==> src/wsd_pkg.sv <==
// shared types and constants for the window sample standard deviation block
// no dependencies
package wsd_pkg;

	localparam int WINDOW_MAX = 256;
	localparam int SLOT_W     = $clog2(WINDOW_MAX);
	localparam int CNT_W      = SLOT_W + 1;
	localparam int SAMPLE_W   = 32;
	localparam int DEV_W      = 32;
	localparam int SUM1_W     = SAMPLE_W + SLOT_W;        // sum of samples
	localparam int SUM2_W     = 2 * SAMPLE_W + SLOT_W;    // sum of squares
	localparam int NUM_W      = SUM2_W + CNT_W;           // n * sum of squares
	localparam int DEN_W      = 2 * SLOT_W;               // n * (n - 1)
	localparam int SQ_IN_W    = 2 * DEV_W;                // radicand width
	localparam int WLEN_RESET = 20;

	typedef struct packed {
		logic [SAMPLE_W-1:0] sample;
		logic                last;
	} in_t;

	typedef struct packed {
		logic [DEV_W-1:0] deviation;
		logic [CNT_W-1:0] samples_used;
		logic             status;
	} out_t;

endpackage

==> src/wsd_divsqrt.sv <==
// serial divide by n*(n-1) followed by a two-bit-per-step integer square root
// depends on wsd_pkg
module wsd_divsqrt (
	input  logic                      clk,
	input  logic                      arst_n,
	input  logic                      start,
	input  logic [wsd_pkg::NUM_W-1:0] num,
	input  logic [wsd_pkg::DEN_W-1:0] den,
	output logic                      done,
	output logic [wsd_pkg::DEV_W-1:0] root
);
	import wsd_pkg::*;

	localparam int STEP_W = $clog2(NUM_W);

	typedef enum logic [1:0] {ST_IDLE, ST_DIV, ST_SQRT} state_t;

	state_t             state_q;
	logic [STEP_W-1:0]  step_q;
	logic [NUM_W-1:0]   dq_q;
	logic [DEN_W-1:0]   den_q;
	logic [DEN_W-1:0]   rem_q;
	logic [SQ_IN_W-1:0] op_q;
	logic [DEV_W+3:0]   srem_q;
	logic [DEV_W-1:0]   root_q;

	logic [DEN_W:0]   dcur, ddiff;
	logic             dge;
	logic [DEV_W+3:0] scur, strial;
	logic             sge;

	always_comb begin
		dcur   = {rem_q, dq_q[NUM_W-1]};
		ddiff  = dcur - {1'b0, den_q};
		dge    = dcur >= {1'b0, den_q};
		scur   = {srem_q[DEV_W+1:0], op_q[SQ_IN_W-1 -: 2]};
		strial = {2'b00, root_q, 2'b01};
		sge    = scur >= strial;
	end

	assign root = root_q;

	always_ff @(posedge clk or negedge arst_n) begin
		if (!arst_n) begin
			state_q <= ST_IDLE;
			step_q  <= '0;
			done    <= 1'b0;
		end else begin
			done <= 1'b0;
			unique case (state_q)
				ST_IDLE: begin
					if (start) begin
						state_q <= ST_DIV;
						step_q  <= '0;
					end
				end
				ST_DIV: begin
					if (step_q == STEP_W'(NUM_W - 1)) begin
						state_q <= ST_SQRT;
						step_q  <= '0;
					end else begin
						step_q <= step_q + 1'b1;
					end
				end
				ST_SQRT: begin
					if (step_q == STEP_W'(DEV_W - 1)) begin
						state_q <= ST_IDLE;
						done    <= 1'b1;
					end else begin
						step_q <= step_q + 1'b1;
					end
				end
				default: state_q <= ST_IDLE;
			endcase
		end
	end

	// datapath registers
	always_ff @(posedge clk) begin
		case (state_q)
			ST_IDLE: begin
				dq_q  <= num;
				den_q <= den;
				rem_q <= '0;
			end
			ST_DIV: begin
				dq_q  <= {dq_q[NUM_W-2:0], dge};
				rem_q <= dge ? ddiff[DEN_W-1:0] : dcur[DEN_W-1:0];
				if (step_q == STEP_W'(NUM_W - 1)) begin
					// quotient is known to fit the radicand width
					op_q   <= {dq_q[SQ_IN_W-2:0], dge};
					srem_q <= '0;
					root_q <= '0;
				end
			end
			ST_SQRT: begin
				op_q   <= {op_q[SQ_IN_W-3:0], 2'b00};
				srem_q <= sge ? scur - strial : scur;
				root_q <= {root_q[DEV_W-2:0], sge};
			end
			default: ;
		endcase
	end

endmodule

==> config.mk <==
export PLATFORM = sky130hd
export DESIGN_NAME = wsd_divsqrt
export DESIGN_NICKNAME = d
export VERILOG_FILES = /design/src/wsd_pkg.sv /design/src/wsd_divsqrt.sv
export SDC_FILE = /design/constraint.sdc
export NUM_CORES = 1
export LEC_CHECK = 0
export BUFFER_PORTS_ARGS = -buffer_cell sky130_fd_sc_hd__buf_2
export CORE_MARGIN = 2
export CORE_UTILIZATION = 45
export CTS_CLUSTER_SIZE = 28
export DETAILED_ROUTE_END_ITERATION = 8
export PLACE_DENSITY_LB_ADDON = 0.08
export SLEW_MARGIN = 20
export SYNTH_ARGS = -nofsm -noshare
export SYNTH_HDL_FRONTEND = slang
export SYNTH_SLANG_ARGS = --single-unit
export TNS_END_PERCENT = 30
==> constraint.sdc <==
create_clock -name clk -period 10.6 [get_ports clk]
set_clock_uncertainty 0.15 [all_clocks]
set_input_delay 0.53 -clock clk [delete_from_list [all_inputs] [get_ports clk]]
set_output_delay 0.53 -clock clk [all_outputs]
set_load 0.02 [all_outputs]
Yosys cells after proc, flatten, opt, wreduce, memory -nomap -nowiden
Index checks and enable logic that the tools add are counted.
Word-level totals
  logic and storage cells: 49
  output and inout bits: 33
  register bits: 253
Operators by class
  add/subtract/negate cells: 3
  $lt $le $gt $ge: 2
  equality and inequality tests: 8
  reduce and logical (&&, ||, !) cells: 7
  mux-type cells: 20
Operators by type and width (count)
  81-bit one-hot mux with 2 select lines: 1
  64-bit one-hot mux with 2 select lines: 1
  34-bit 2-to-1 mux: 2
  34-bit one-hot mux with 2 select lines: 1
  64-bit 2-to-1 mux: 1
  32-bit one-hot mux with 2 select lines: 1
  36-bit by 34-bit greater-or-equal comparator with 1-bit output: 1
  34-bit subtractor: 1
  32-bit 2-to-1 mux: 1
  16-bit one-hot mux with 2 select lines: 1
  7-bit 2-to-1 mux: 3
  7-bit one-hot mux with 3 select lines: 1
  17-bit by 16-bit greater-or-equal comparator with 1-bit output: 1
  16-bit 2-to-1 mux: 1
  16-bit subtractor: 1
  2-bit != test (second input constant): 4
  7-bit by 1-bit adder with 7-bit output (second input constant): 1
  7-bit by 5-bit == test with 1-bit output (second input constant): 1
  7-bit == test (second input constant): 1
  2-bit 2-to-1 mux: 3
  2-bit one-hot mux with 3 select lines: 1
  3-bit AND reduction: 2
  2-bit nonzero test: 2
  3-bit nonzero test: 1
  5 further kinds: 6

Depth between registers and ports, before layout
Gate-level depths: netlist (run 1).
  word-level depth: 3
  depth in mapped cells: 13
  mapped depth without buffers: 11

Worst setup path before layout (run 1)
OpenSTA, ideal clock, no wires.
  path type: register to register
  from: register state_q[0]
  to: register op_q[0], enable pin
  setup time: 799 ps
  period minus slack after synthesis: 11251 ps
  data required time: 9651 ps
  stages on the path, launching flop included: 6
  setup slack: -651 ps
  arrival time: 10303 ps
  path through: dfrtp_1 > ha_1 > clkbuf_1 > clkbuf_1 > clkbuf_1 > o21ai_0
On the way
  cells in the longest elaborated chain, start to end: 3
  elaborated cells on any way between the ends: 5
  classes of those cells: eq/ne (3); reduce/logical (2)
RTL lines
  from (decl): line wsd_divsqrt.sv:18  | state_t state_q;
  from (signal assigned): line wsd_divsqrt.sv:45  | state_q <= ST_IDLE;
  from (signal assigned): line wsd_divsqrt.sv:53  | state_q <= ST_DIV;
  from (signal assigned): line wsd_divsqrt.sv:59  | state_q <= ST_SQRT;
  2-bit by 1-bit == test with 1-bit output or 2-bit == test (tied branches): line wsd_divsqrt.sv:80  | case (state_q)
  2-bit != test (no line) or 2-bit nonzero test (tied branches)
  2-bit AND reduction (no line) (*)
  to (signal assigned): line wsd_divsqrt.sv:91  | op_q <= {dq_q[SQ_IN_W-2:0], dge};
  to (signal assigned): line wsd_divsqrt.sv:97  | op_q <= {op_q[SQ_IN_W-3:0], 2'b00};
  to (decl): line wsd_divsqrt.sv:23  | logic [SQ_IN_W-1:0] op_q;
Every way passes the cells marked *; elsewhere a longest branch is shown, timed or not.
A chain may end at the register's enable or synchronous reset.

Final worst setup path (run 1)
  from: register srem_q[12]
  to: register srem_q[31], data pin
On the way
  cells in the longest elaborated chain, start to end: 3
  elaborated cells on any way between the ends: 4
  classes of those cells: add/sub (1); order compare (1); mux (2)
RTL lines
  from (decl): line wsd_divsqrt.sv:24  | logic [DEV_W+3:0] srem_q;
  from (signal assigned): line wsd_divsqrt.sv:98  | srem_q <= sge ? scur - strial : scur;
  34-bit subtractor or 36-bit by 34-bit greater-or-equal comparator with 1-bit output (tied branches): line wsd_divsqrt.sv:98, wsd_divsqrt.sv:38
  34-bit 2-to-1 mux (*): line wsd_divsqrt.sv:98
  34-bit one-hot mux with 2 select lines (*): line wsd_divsqrt.sv:80
Marked as above.

==> impl_metrics.json, run 1 <==
{
  "final_cell_mix": "edfxtp_1 (243), mux2_2 (142), buf_2 (132)",
  "crit_family": "compound AO/OA/AOI/OAI gates",
  "fmax_mhz": 266.3,
  "drive_gt1_share_pct": 26.67,
  "syn_area_per_cell_um2": 12.21,
  "path_cells": "ha_1 > and2_0 > and3_1 > o2111ai_2 > a211oi_2 > o31a_2 > buf_4 > nand2_1 > o32ai_1",
  "crit_slowest_cell": "o31a_2",
  "drt_iter0_markers": 564,
  "place_inst": 1589,
  "cpPeakStageDelay_ns": 0.60,
  "cts_tree": "yes",
  "fin_crit_sh_pct": 35.42,
  "setup_viol": 0,
  "synth_area_leader_cell": "edfxtp_1",
  "grt_pass1_wl_mm": 46.49,
  "cts_num_sinks": 253,
  "n_fill_cell": 2688,
  "synth_edf_count": 243,
  "post-route-min-period_ns": 3.755,
  "syn_inst": 1106,
  "num_rows": 63,
  "instances_no_fill": 1663,
  "via_per_inst": 5.322,
  "numCtsBuffers": 29,
  "cts_setup_buffers": 0,
  "p_leak_nw": 6.174,
  "max-vdd-ir-drop_v": 0.0001548,
  "place_ws_ns": 6.792,
  "num_vias": 8851,
  "worst_hold_path_type": "in2reg",
  "powerDensity_nw_per_um2": 312.2,
  "cts_buffer_depth": 3,
  "antenna_left": 0,
  "path_class": "reg2reg",
  "grt_use_total_pct": 18.33,
  "critical_path.endpoint_type": "flop",
  "critPathMaxFanout": 24,
  "grt_max_degree": 82,
  "crit_arrival_ns": 3.98,
  "grt_pass1_vias": 9104,
  "multi_input_area_um2": 5504,
  "synth_fp_nets": 1263,
  "port_buffers": 132,
  "avgRoutedWirePerCell_um": 17.10,
  "maxCapViolCount": 0,
  "ys_types": 71,
  "insertion_delay_ns": 0.55,
  "worst_pin_slew_ns": 0.9668,
  "rsz0062_at_grt": "no",
  "max_slew_margin_pct": 35.54,
  "synth-seq-cells": 253,
  "pin_count": 133,
  "coreArea_um2": 29560,
  "initial_core_util_pct": 45.70,
  "seq_area_um2": 7547,
  "synth-main-ff-cell": "edfxtp_1",
  "syn2layout_area_growth_pct": 15.77,
  "cts_htree_levels": 1,
  "die_h_um": 177.3,
  "fin_ws_ns": 6.845,
  "die_w_um": 177.3,
  "status": "completed",
  "nets": 1405,
  "power_mw": 4.882,
  "hpwlAfterDp_mm": 19.21,
  "cts-root-buf": "clkbuf_16",
  "synth-warning-count": 0,
  "yosysSeqAreaShare_pct": 55.87,
  "wl_mm": 28.43,
  "critPathRequiredTime_ns": 10.82,
  "hold_violations": 0,
  "path_buf_inv": 1,
  "yosysTopAreaCellShare_pct": 54.02,
  "clk_pin_slew_worst_paths_ns": 0.06,
  "final_common_cell": "edfxtp_1",
  "first_pass_iters": 7,
  "overflow": 0,
  "tns_ns": 0,
  "netlist_top_cells_area": "edfxtp_1 (54%), mux2_2 (12%), ha_1 (5.2%)",
  "syn-cell-area_um2": 13510,
  "final_max_slew_viol_count": 0,
  "async_reset_ff_share_pct": 3.953,
  "drc": 0,
  "dieArea_um2": 31420,
  "gp_congestion": 0.8479,
  "cp-start-kind": "flop",
  "antenna_found_initial": 3
}
## per-stage QoR
stage | instance area, um^2 | utilization (%) | hold WS [ns]
2_1_floorplan | 13510 | - | 0.08441
3_3_place_gp | 14530 | 49.15 | 0.2707
6_report | 15640 | 52.90 | 0.1304
4_1_cts | 15600 | 52.78 | 0.09485
5_1_grt | 15630 | 52.88 | 0.1037
3_5_place_dp | 14530 | 49.15 | 0.2632
## state kept, by name, summed over array words and instances (netlist names)
signal / cells
op_q: 64
root: 32
dq_q: 81
state_q: 2
srem_q: 34
den_q: 16
rem_q: 16
step_q: 7
done: 1
## routing by layer
layer,GRT usage (%),share of wire [%],wire length [um]
met3,3.501,4.6,1321
met5,0,0.091,26
met4,5.157,2.5,708
met1,24.70,46,13190
met2,30.27,46,13190
## synth_stat cells (10+ instances only)
| master | instances |
|---|---|
| inv_1 | 74 |
| ha_1 | 56 |
| and3_1 | 11 |
| nand2_1 | 65 |
| nand2b_1 | 14 |
| nor2_1 | 86 |
| xnor2_1 | 21 |
| a21o_1 | 19 |
| o21a_1 | 14 |
| nor3_1 | 19 |
| nand3_1 | 36 |
| mux2_2 | 142 |
| edfxtp_1 | 243 |
| a21oi_1 | 61 |
| dfrtp_1 | 10 |
| clkbuf_1 | 30 |
| o21ai_0 | 43 |
| a211oi_1 | 10 |
| mux2i_1 | 21 |
## power breakdown
group | switching (mW) | internal (mW)
Clock | 0.397 | 0.552
Combinational | 1.21 | 0.871
Sequential | 0.158 | 1.70
## kinds of logic after synthesis
| group | Yosys count | share of synthesized area, % |
|---|---|---|
| adder cells (fa/ha/maj) | 57 | 5.335 |
| XOR/XNOR | 29 | 1.880 |
| buffers and inverters | 121 | 3.733 |
| multiplexers | 163 | 13.39 |
| AO/OA/AOI/OAI | 215 | 10.48 |
| AND/OR/NAND/NOR | 268 | 9.309 |
| flip-flops | 253 | 55.87 |
## path summary, 6_finish.rpt
check	startpoint	endpoint	slack (ns)	cells after the start
max	srem_q[12]$_SDFFCE_PN0P_	srem_q[31]$_SDFFCE_PN0P_	6.85	9
min	num[28]	dq_q[28]$_DFFE_PP_	0.13	2
max reg2reg	srem_q[12]$_SDFFCE_PN0P_	srem_q[31]$_SDFFCE_PN0P_	6.85	9
min reg2reg	step_q[5]$_DFFE_PN0P_	step_q[5]$_DFFE_PN0P_	0.37	1
max in group asynchronous	arst_n	step_q[0]$_DFFE_PN0P_	9.87	2
min in group asynchronous	arst_n	done$_DFF_PN0_	0.23	2
## final cells by class
cell class,count,area share (%)
inverter,76,1.824
multi-input combinational,732,35.20
sequential,253,48.26
tap,390,3.120
timing repair buffer,156,5.777
clock buffer,35,4.785
clock inverter,19,1.000
antenna,2,0.03201
## repair_timing
item / CTS / global route
endpoints found under the hold margin: 26 / 0
hold buffers: 17 / 0
gates resized for setup: 0 / 0
(Power assumes the default switching activity.)
==> run 2, diff against run 1 <==
--- a/config.mk
+++ b/config.mk
@@ -5,6 +5,7 @@
 export SDC_FILE = /design/constraint.sdc
 export NUM_CORES = 1
 export LEC_CHECK = 0
+export ABC_AREA = 1
 export BUFFER_PORTS_ARGS = -buffer_cell sky130_fd_sc_hd__buf_2
 export CORE_MARGIN = 2
 export CORE_UTILIZATION = 45
==> constraint.sdc (replaced) <==
create_clock -name clk -period 3.3 [get_ports clk]
set_clock_uncertainty 0.15 [all_clocks]
set_input_delay 0.165 -clock clk [delete_from_list [all_inputs] [get_ports clk]]
set_output_delay 0.165 -clock clk [all_outputs]
set_load 0.02 [all_outputs]
==> run 2 against run 1 <==
Net effect: clock power rose to 3.0 times the previous value; sequential share of layout area shrank 4.5 points; non-clock buffer count grew 92; first-iteration DRC count increased by 5.9%; design area is 10% higher; clock-buffer cell count decreased by 4; cell count rose by 45%; largest cell class unchanged; largest power group unchanged.
==> impl_metrics.json, run 2 <==
{
  "status": "completed",
  "tns_ns": 0,
  "synth_area_leader_cell": "edfxtp_1",
  "max-vdd-ir-drop_v": 0.0006097,
  "max_slew_margin_pct": 39.04,
  "synth_edf_count": 243,
  "utilization_pct": 54.89,
  "coreArea_um2": 31390,
  "cpPeakStageDelay_ns": 0.43,
  "hold_violations": 0,
  "numCtsBuffers": 28,
  "synth-seq-cells": 253,
  "avgRoutedWirePerCell_um": 13.88,
  "wl_mm": 33.56,
  "yosysTopAreaCellShare_pct": 51.11,
  "critPathRequiredTime_ns": 3.45,
  "grt_pass1_vias": 11520,
  "die_w_um": 182.1,
  "synth_fp_nets": 1927,
  "final_common_cell": "nand2_1",
  "clk_pin_slew_worst_paths_ns": 0.06,
  "syn_area_per_cell_um2": 8.066,
  "cts_htree_levels": 1,
  "multi_input_area_um2": 5622,
  "grt_use_total_pct": 20.47,
  "first_pass_iters": 5,
  "ctsResizeCount": 0,
  "maxCapViolCount": 0,
  "overflow": 0,
  "crit_family": "simple AND/OR/NAND/NOR gates",
  "fin_ws_ns": 0.4898,
  "drt_iter0_markers": 597,
  "port_buffers": 132,
  "drc": 0,
  "cts_setup_buffers": 0,
  "ys_types": 37,
  "p_leak_nw": 8.542,
  "yosys-top-cells-count": "nand2_1 (791), edfxtp_1 (243), inv_1 (239)",
  "n_fill_cell": 3007,
  "async_reset_ff_share_pct": 3.953,
  "initial_core_util_pct": 45.48,
  "worst_pin_slew_ns": 0.9143,
  "regMostFlops": "dq_q",
  "netlist_top_cells_area": "edfxtp_1 (51%), nand2_1 (21%), inv_1 (6.3%)",
  "via_per_inst": 4.804,
  "nets": 2153,
  "insertion_delay_ns": 0.57,
  "setup_viol": 0,
  "worst_hold_path_type": "in2reg",
  "grt_max_degree": 91,
  "fin_area_um2": 17230,
  "critPathMaxFanout": 21,
  "gp_congestion": 0.9344,
  "crit_arrival_ns": 2.96,
  "cts_tree": "yes",
  "largest_reg_flops": 81,
  "powerDensity_nw_per_um2": 1158,
  "synth-warning-count": 0,
  "cts_num_sinks": 253,
  "rsz0062_at_grt": "no",
  "cts-root-buf": "clkbuf_16",
  "grt_pass1_wl_mm": 55.65,
  "syn_inst": 1770,
  "post_dp_cell_area_um2": 15410,
  "crit_slowest_cell": "edfxtp_1",
  "place_ws_ns": 0.4787,
  "seq_area_um2": 7547,
  "syn-cell-area_um2": 14280,
  "post-route-min-period_ns": 2.810,
  "largestRegisters": "dq_q: 81 flops, op_q: 64 flops, srem_q: 34 flops",
  "fmax_mhz": 355.8,
  "drive_gt1_share_pct": 10.33,
  "dieArea_um2": 33170,
  "synth-main-ff-cell": "edfxtp_1",
  "fin_crit_sh_pct": 85.16,
  "synth.most_common_cell": "nand2_1",
  "final_cell_mix": "nand2_1 (790), edfxtp_1 (243), inv_1 (239)",
  "path_cells": "ha_1 > nand2_1 > nor2_2 > nand2_1 > nor2_2 > nand2_1 > a21oi_1 > nor2_1 > nand2_2 > inv_1 > buf_4 > nor2_1 > nor2_1",
  "hpwlAfterDp_mm": 23.06,
  "power_mw": 19.96,
  "cp-start-kind": "flop",
  "cts_buffer_depth": 3,
  "num_rows": 65,
  "path_buf_inv": 2,
  "yosysSeqAreaShare_pct": 52.87,
  "num_vias": 11616,
  "path_class": "reg2reg",
  "syn2layout_area_growth_pct": 20.69,
  "antenna_found_initial": 2,
  "pin_count": 133,
  "antenna_left": 0,
  "final_max_slew_viol_count": 0,
  "critical_path.endpoint_type": "flop",
  "die_h_um": 182.1
}
run 2: changes by cell type after synthesis, sizes merged, moves of 18 or more:
| cell | delta |
|---|---|
| nand2 | +732 |
| inv | +166 |
| mux2 | -142 |
| nor2 | +80 |
| mux2i | -21 |
| a21oi | -20 |
| a21o | -18 |
run 2: path summary, 6_finish.rpt:
| check | depth (start not counted) | endpoint | start | slack (ns) |
|---|---|---|---|---|
| worst max-delay path | 13 | srem_q[9]$_SDFFCE_PN0P_ | srem_q[25]$_SDFFCE_PN0P_ | 0.49 |
| min in group asynchronous | 3 | step_q[0]$_DFFE_PN0P_ | arst_n | 0.48 |
| max in group asynchronous | 3 | step_q[5]$_DFFE_PN0P_ | arst_n | 2.20 |
| worst min register to register | 1 | step_q[6]$_DFFE_PN0P_ | step_q[6]$_DFFE_PN0P_ | 0.34 |
| worst min-delay path | 2 | den_q[12]$_DFFE_PP_ | den[12] | 0.18 |
| worst max register to register | 13 | srem_q[9]$_SDFFCE_PN0P_ | srem_q[25]$_SDFFCE_PN0P_ | 0.49 |
run 2: stage by stage:
stage          hold slack [ns]  instances
3_3_place_gp           -0.1071       2268
3_5_place_dp           -0.1074       2268
4_1_cts                 0.1366       2416
2_1_floorplan          -0.2806       1770
5_1_grt                 0.1543       2418
6_report                0.1772       2418
run 2: cell type report:
cell class | count | area share [%]
multi-input combinational | 1224 | 32.63
tap | 402 | 2.919
antenna | 2 | 0.02905
clock inverter | 17 | 0.6100
inverter | 241 | 5.250
clock buffer | 31 | 4.132
timing repair buffer | 248 | 10.63
sequential | 253 | 43.80
run 2: timing repair:
action                                  4_1_cts  5_1_grt
hold endpoints to repair                    109        0
hold buffers                                100        0
endpoints found under the setup margin        0        0
run 2: logic make-up (layout without fill, tap and decap cells):
logic type / after synthesis / after routing / synth area share, %
compound gates: 117 / 117 / 4.347
xor+xnor: 28 / 28 / 1.718
fa+ha+maj: 57 / 57 / 5.048
buf+inv: 293 / 537 / 7.967
flops: 253 / 253 / 52.87
other cells: 0 / 2 / 0
simple gates: 1022 / 1022 / 28.05
run 2: layer usage:
layer,vias up,part of all wire [%],track usage [%]
met5,-,0,0
met4,0,3.0,6.484
met3,68,4.2,2.854
met2,251,47,35.31
met1,5296,45,26.77
li1,6001,-,-
run 2: report_power, final:
group,switching [mW],internal (mW)
Sequential,0.748,6.05
Clock,1.29,1.54
Combinational,6.98,3.35
==> run 3, diff against run 2 <==
==> constraint.sdc (replaced) <==
create_clock -name clk -period 3.39 [get_ports clk]
set_clock_uncertainty 0.15 [all_clocks]
set_input_delay 0.1695 -clock clk [delete_from_list [all_inputs] [get_ports clk]]
set_output_delay 0.1695 -clock clk [all_outputs]
set_load 0.02 [all_outputs]
==> run 3 against run 2 <==
Net effect: die area is the same; cell count did not move; non-clock buffer count down 1; critical path type unchanged; hold slack worse by 0.015 ns; flip-flop and latch count stayed put; sequential share of layout area decreased by 0.30 points; critical path depth unchanged.
==> impl_metrics.json, run 3 (same netlist as run 2, synthesis figures left out) <==
{
  "status": "completed",
  "hold_path.startpoint": "den[5]",
  "syn2layout_area_growth_pct": 21.52,
  "antenna_found_initial": 0,
  "worst_pin_slew_ns": 0.8668,
  "wl_mm": 34.54,
  "drt_iter0_markers": 685,
  "grt_use_total_pct": 20.91,
  "r2r_start": "srem_q[25]$_SDFFCE_PN0P_",
  "seq_area_um2": 7547,
  "numCtsBuffers": 29,
  "drive_gt1_share_pct": 10.32,
  "drc": 0,
  "n_fill_cell": 2988,
  "coreArea_um2": 31390,
  "utilization_pct": 55.26,
  "critPathMaxFanout": 21,
  "critical_path.endpoint_type": "flop",
  "grt_pass1_wl_mm": 56.47,
  "grt_max_degree": 93,
  "avgRoutedWirePerCell_um": 14.28,
  "maxCapViolCount": 0,
  "rsz0062_at_grt": "no",
  "powerDensity_nw_per_um2": 1146,
  "die_w_um": 182.1,
  "place_ws_ns": 0.6338,
  "ctsResizeCount": 0,
  "n_antenna_cell": 0,
  "max-vdd-ir-drop_v": 0.0005211,
  "cp-start-kind": "flop",
  "largest_reg_flops": 81,
  "overflow": 0,
  "largestRegisters": "dq_q: 81 flops, op_q: 64 flops, srem_q: 34 flops",
  "cpPeakStageDelay_ns": 0.42,
  "first_pass_iters": 7,
  "fmax_mhz": 362.2,
  "final_max_slew_viol_count": 0,
  "crit_slowest_cell": "edfxtp_1",
  "clk_pin_slew_worst_paths_ns": 0.06,
  "num_vias": 11554,
  "post-route-min-period_ns": 2.761,
  "path_class": "reg2reg",
  "final_cell_mix": "nand2_1 (790), edfxtp_1 (243), inv_1 (239)",
  "final_common_cell": "nand2_1",
  "nets": 2153,
  "grt_pass1_vias": 11476,
  "cts_num_sinks": 253,
  "hpwlAfterDp_mm": 23.36,
  "worst_hold_path_type": "in2reg",
  "cts-root-buf": "clkbuf_16",
  "max_slew_margin_pct": 42.22,
  "regMostFlops": "dq_q",
  "port_buffers": 132,
  "gp_congestion": 0.9395,
  "cp-startpoint": "srem_q[25]$_SDFFCE_PN0P_",
  "insertion_delay_ns": 0.56,
  "die_h_um": 182.1,
  "critPathRequiredTime_ns": 3.55,
  "fin_crit_sh_pct": 81.45,
  "hold_violations": 0,
  "cts_tree": "yes",
  "fin_ws_ns": 0.6288,
  "p_leak_nw": 8.601,
  "cts_buffer_depth": 3,
  "cts_htree_levels": 1,
  "num_rows": 65,
  "initial_core_util_pct": 45.48,
  "pin_count": 133,
  "path_cells": "ha_1 > nand2_1 > nor2_2 > nand2_1 > nor2_2 > nand2_1 > a21oi_1 > nor2_1 > nand2_2 > inv_1 > buf_4 > nor2_1 > nor2_1",
  "crit_arrival_ns": 2.92,
  "antenna_left": 0,
  "via_per_inst": 4.778,
  "multi_input_area_um2": 5622,
  "tns_ns": 0,
  "dieArea_um2": 33170,
  "setup_viol": 0
}
==> run 3: cell count changes in the layout (fill, tap and decap cells not counted), sizes merged <==
| cell | change |
|---|---|
| bufinv | +4 |
| clkinvlp | -2 |
| inv | +1 |
| clkinv | -4 |
| diode | -2 |
| buf | -1 |
| clkbuf | +4 |
==> run 3: worst paths after layout <==
kind	slack (ns)	end	depth (start not counted)
min in group asynchronous	0.51	state_q[1]$_DFFE_PN0P_	3
max in group asynchronous	2.25	step_q[0]$_DFFE_PN0P_	3
worst min-delay path	0.16	den_q[5]$_DFFE_PP_	2
worst min register to register	0.34	step_q[6]$_DFFE_PN0P_	1
worst max-delay path	0.63	srem_q[20]$_SDFFCE_PN0P_	13
worst max register to register	0.63	srem_q[20]$_SDFFCE_PN0P_	13
==> run 3: critical path: cells and delay by family (launching register included) <==
| kind | cells | cell delay, ns |
|---|---|---|
| AOI/OAI and AO/OA | 1 | 0.12 |
| adders and majority gates | 1 | 0.41 |
| buffers and inverters | 2 | 0.29 |
| DFF | 1 | 0.42 |
| and+or+nand+nor | 9 | 1.11 |
==> run 3: timing repair <==
item	in CTS	in global routing
hold buffers	100	0
setup endpoints to repair	0	0
endpoints found under the hold margin	109	0
buffers inserted	0	0
==> run 3: per-layer routing <==
metal	global-route usage (%)	vias to the layer above	share of wire [%]
li1	-	6009	-
met1	26.85	5249	45
met2	36.66	234	48
met3	2.894	62	4.2
met4	6.645	0	2.9
met5	0	-	0
==> run 3: metrics by stage <==
stage                     total power, mW  hold WS [ns]  cells  instance area (um^2)
after floorplan                     13.98       -0.2761   1770                 14290
after global placement              16.71       -0.1034   2267                 15410
after detailed placement            16.77       -0.1003   2267                 15410
after CTS                           20.12        0.1229   2418                 17350
after global routing                21.77        0.1432   2418                 17350
final                               19.88        0.1618   2418                 17350
==> run 3: cell type report <==
cell class              count  area share, %
well taps                 402          2.899
clock buffers              35          4.313
clock inverters            16          1.075
flip-flops and latches    253          43.51
inverters                 241          5.215
multi-input cells        1224          32.41
repair buffers            247          10.59
==> run 3: where the power goes <==
group,switching (mW),internal [mW],total [mW]
sequential,0.727,5.89,6.62
clock,1.27,1.86,3.14
combinational,6.86,3.26,10.1
total,8.86,11.0,19.9
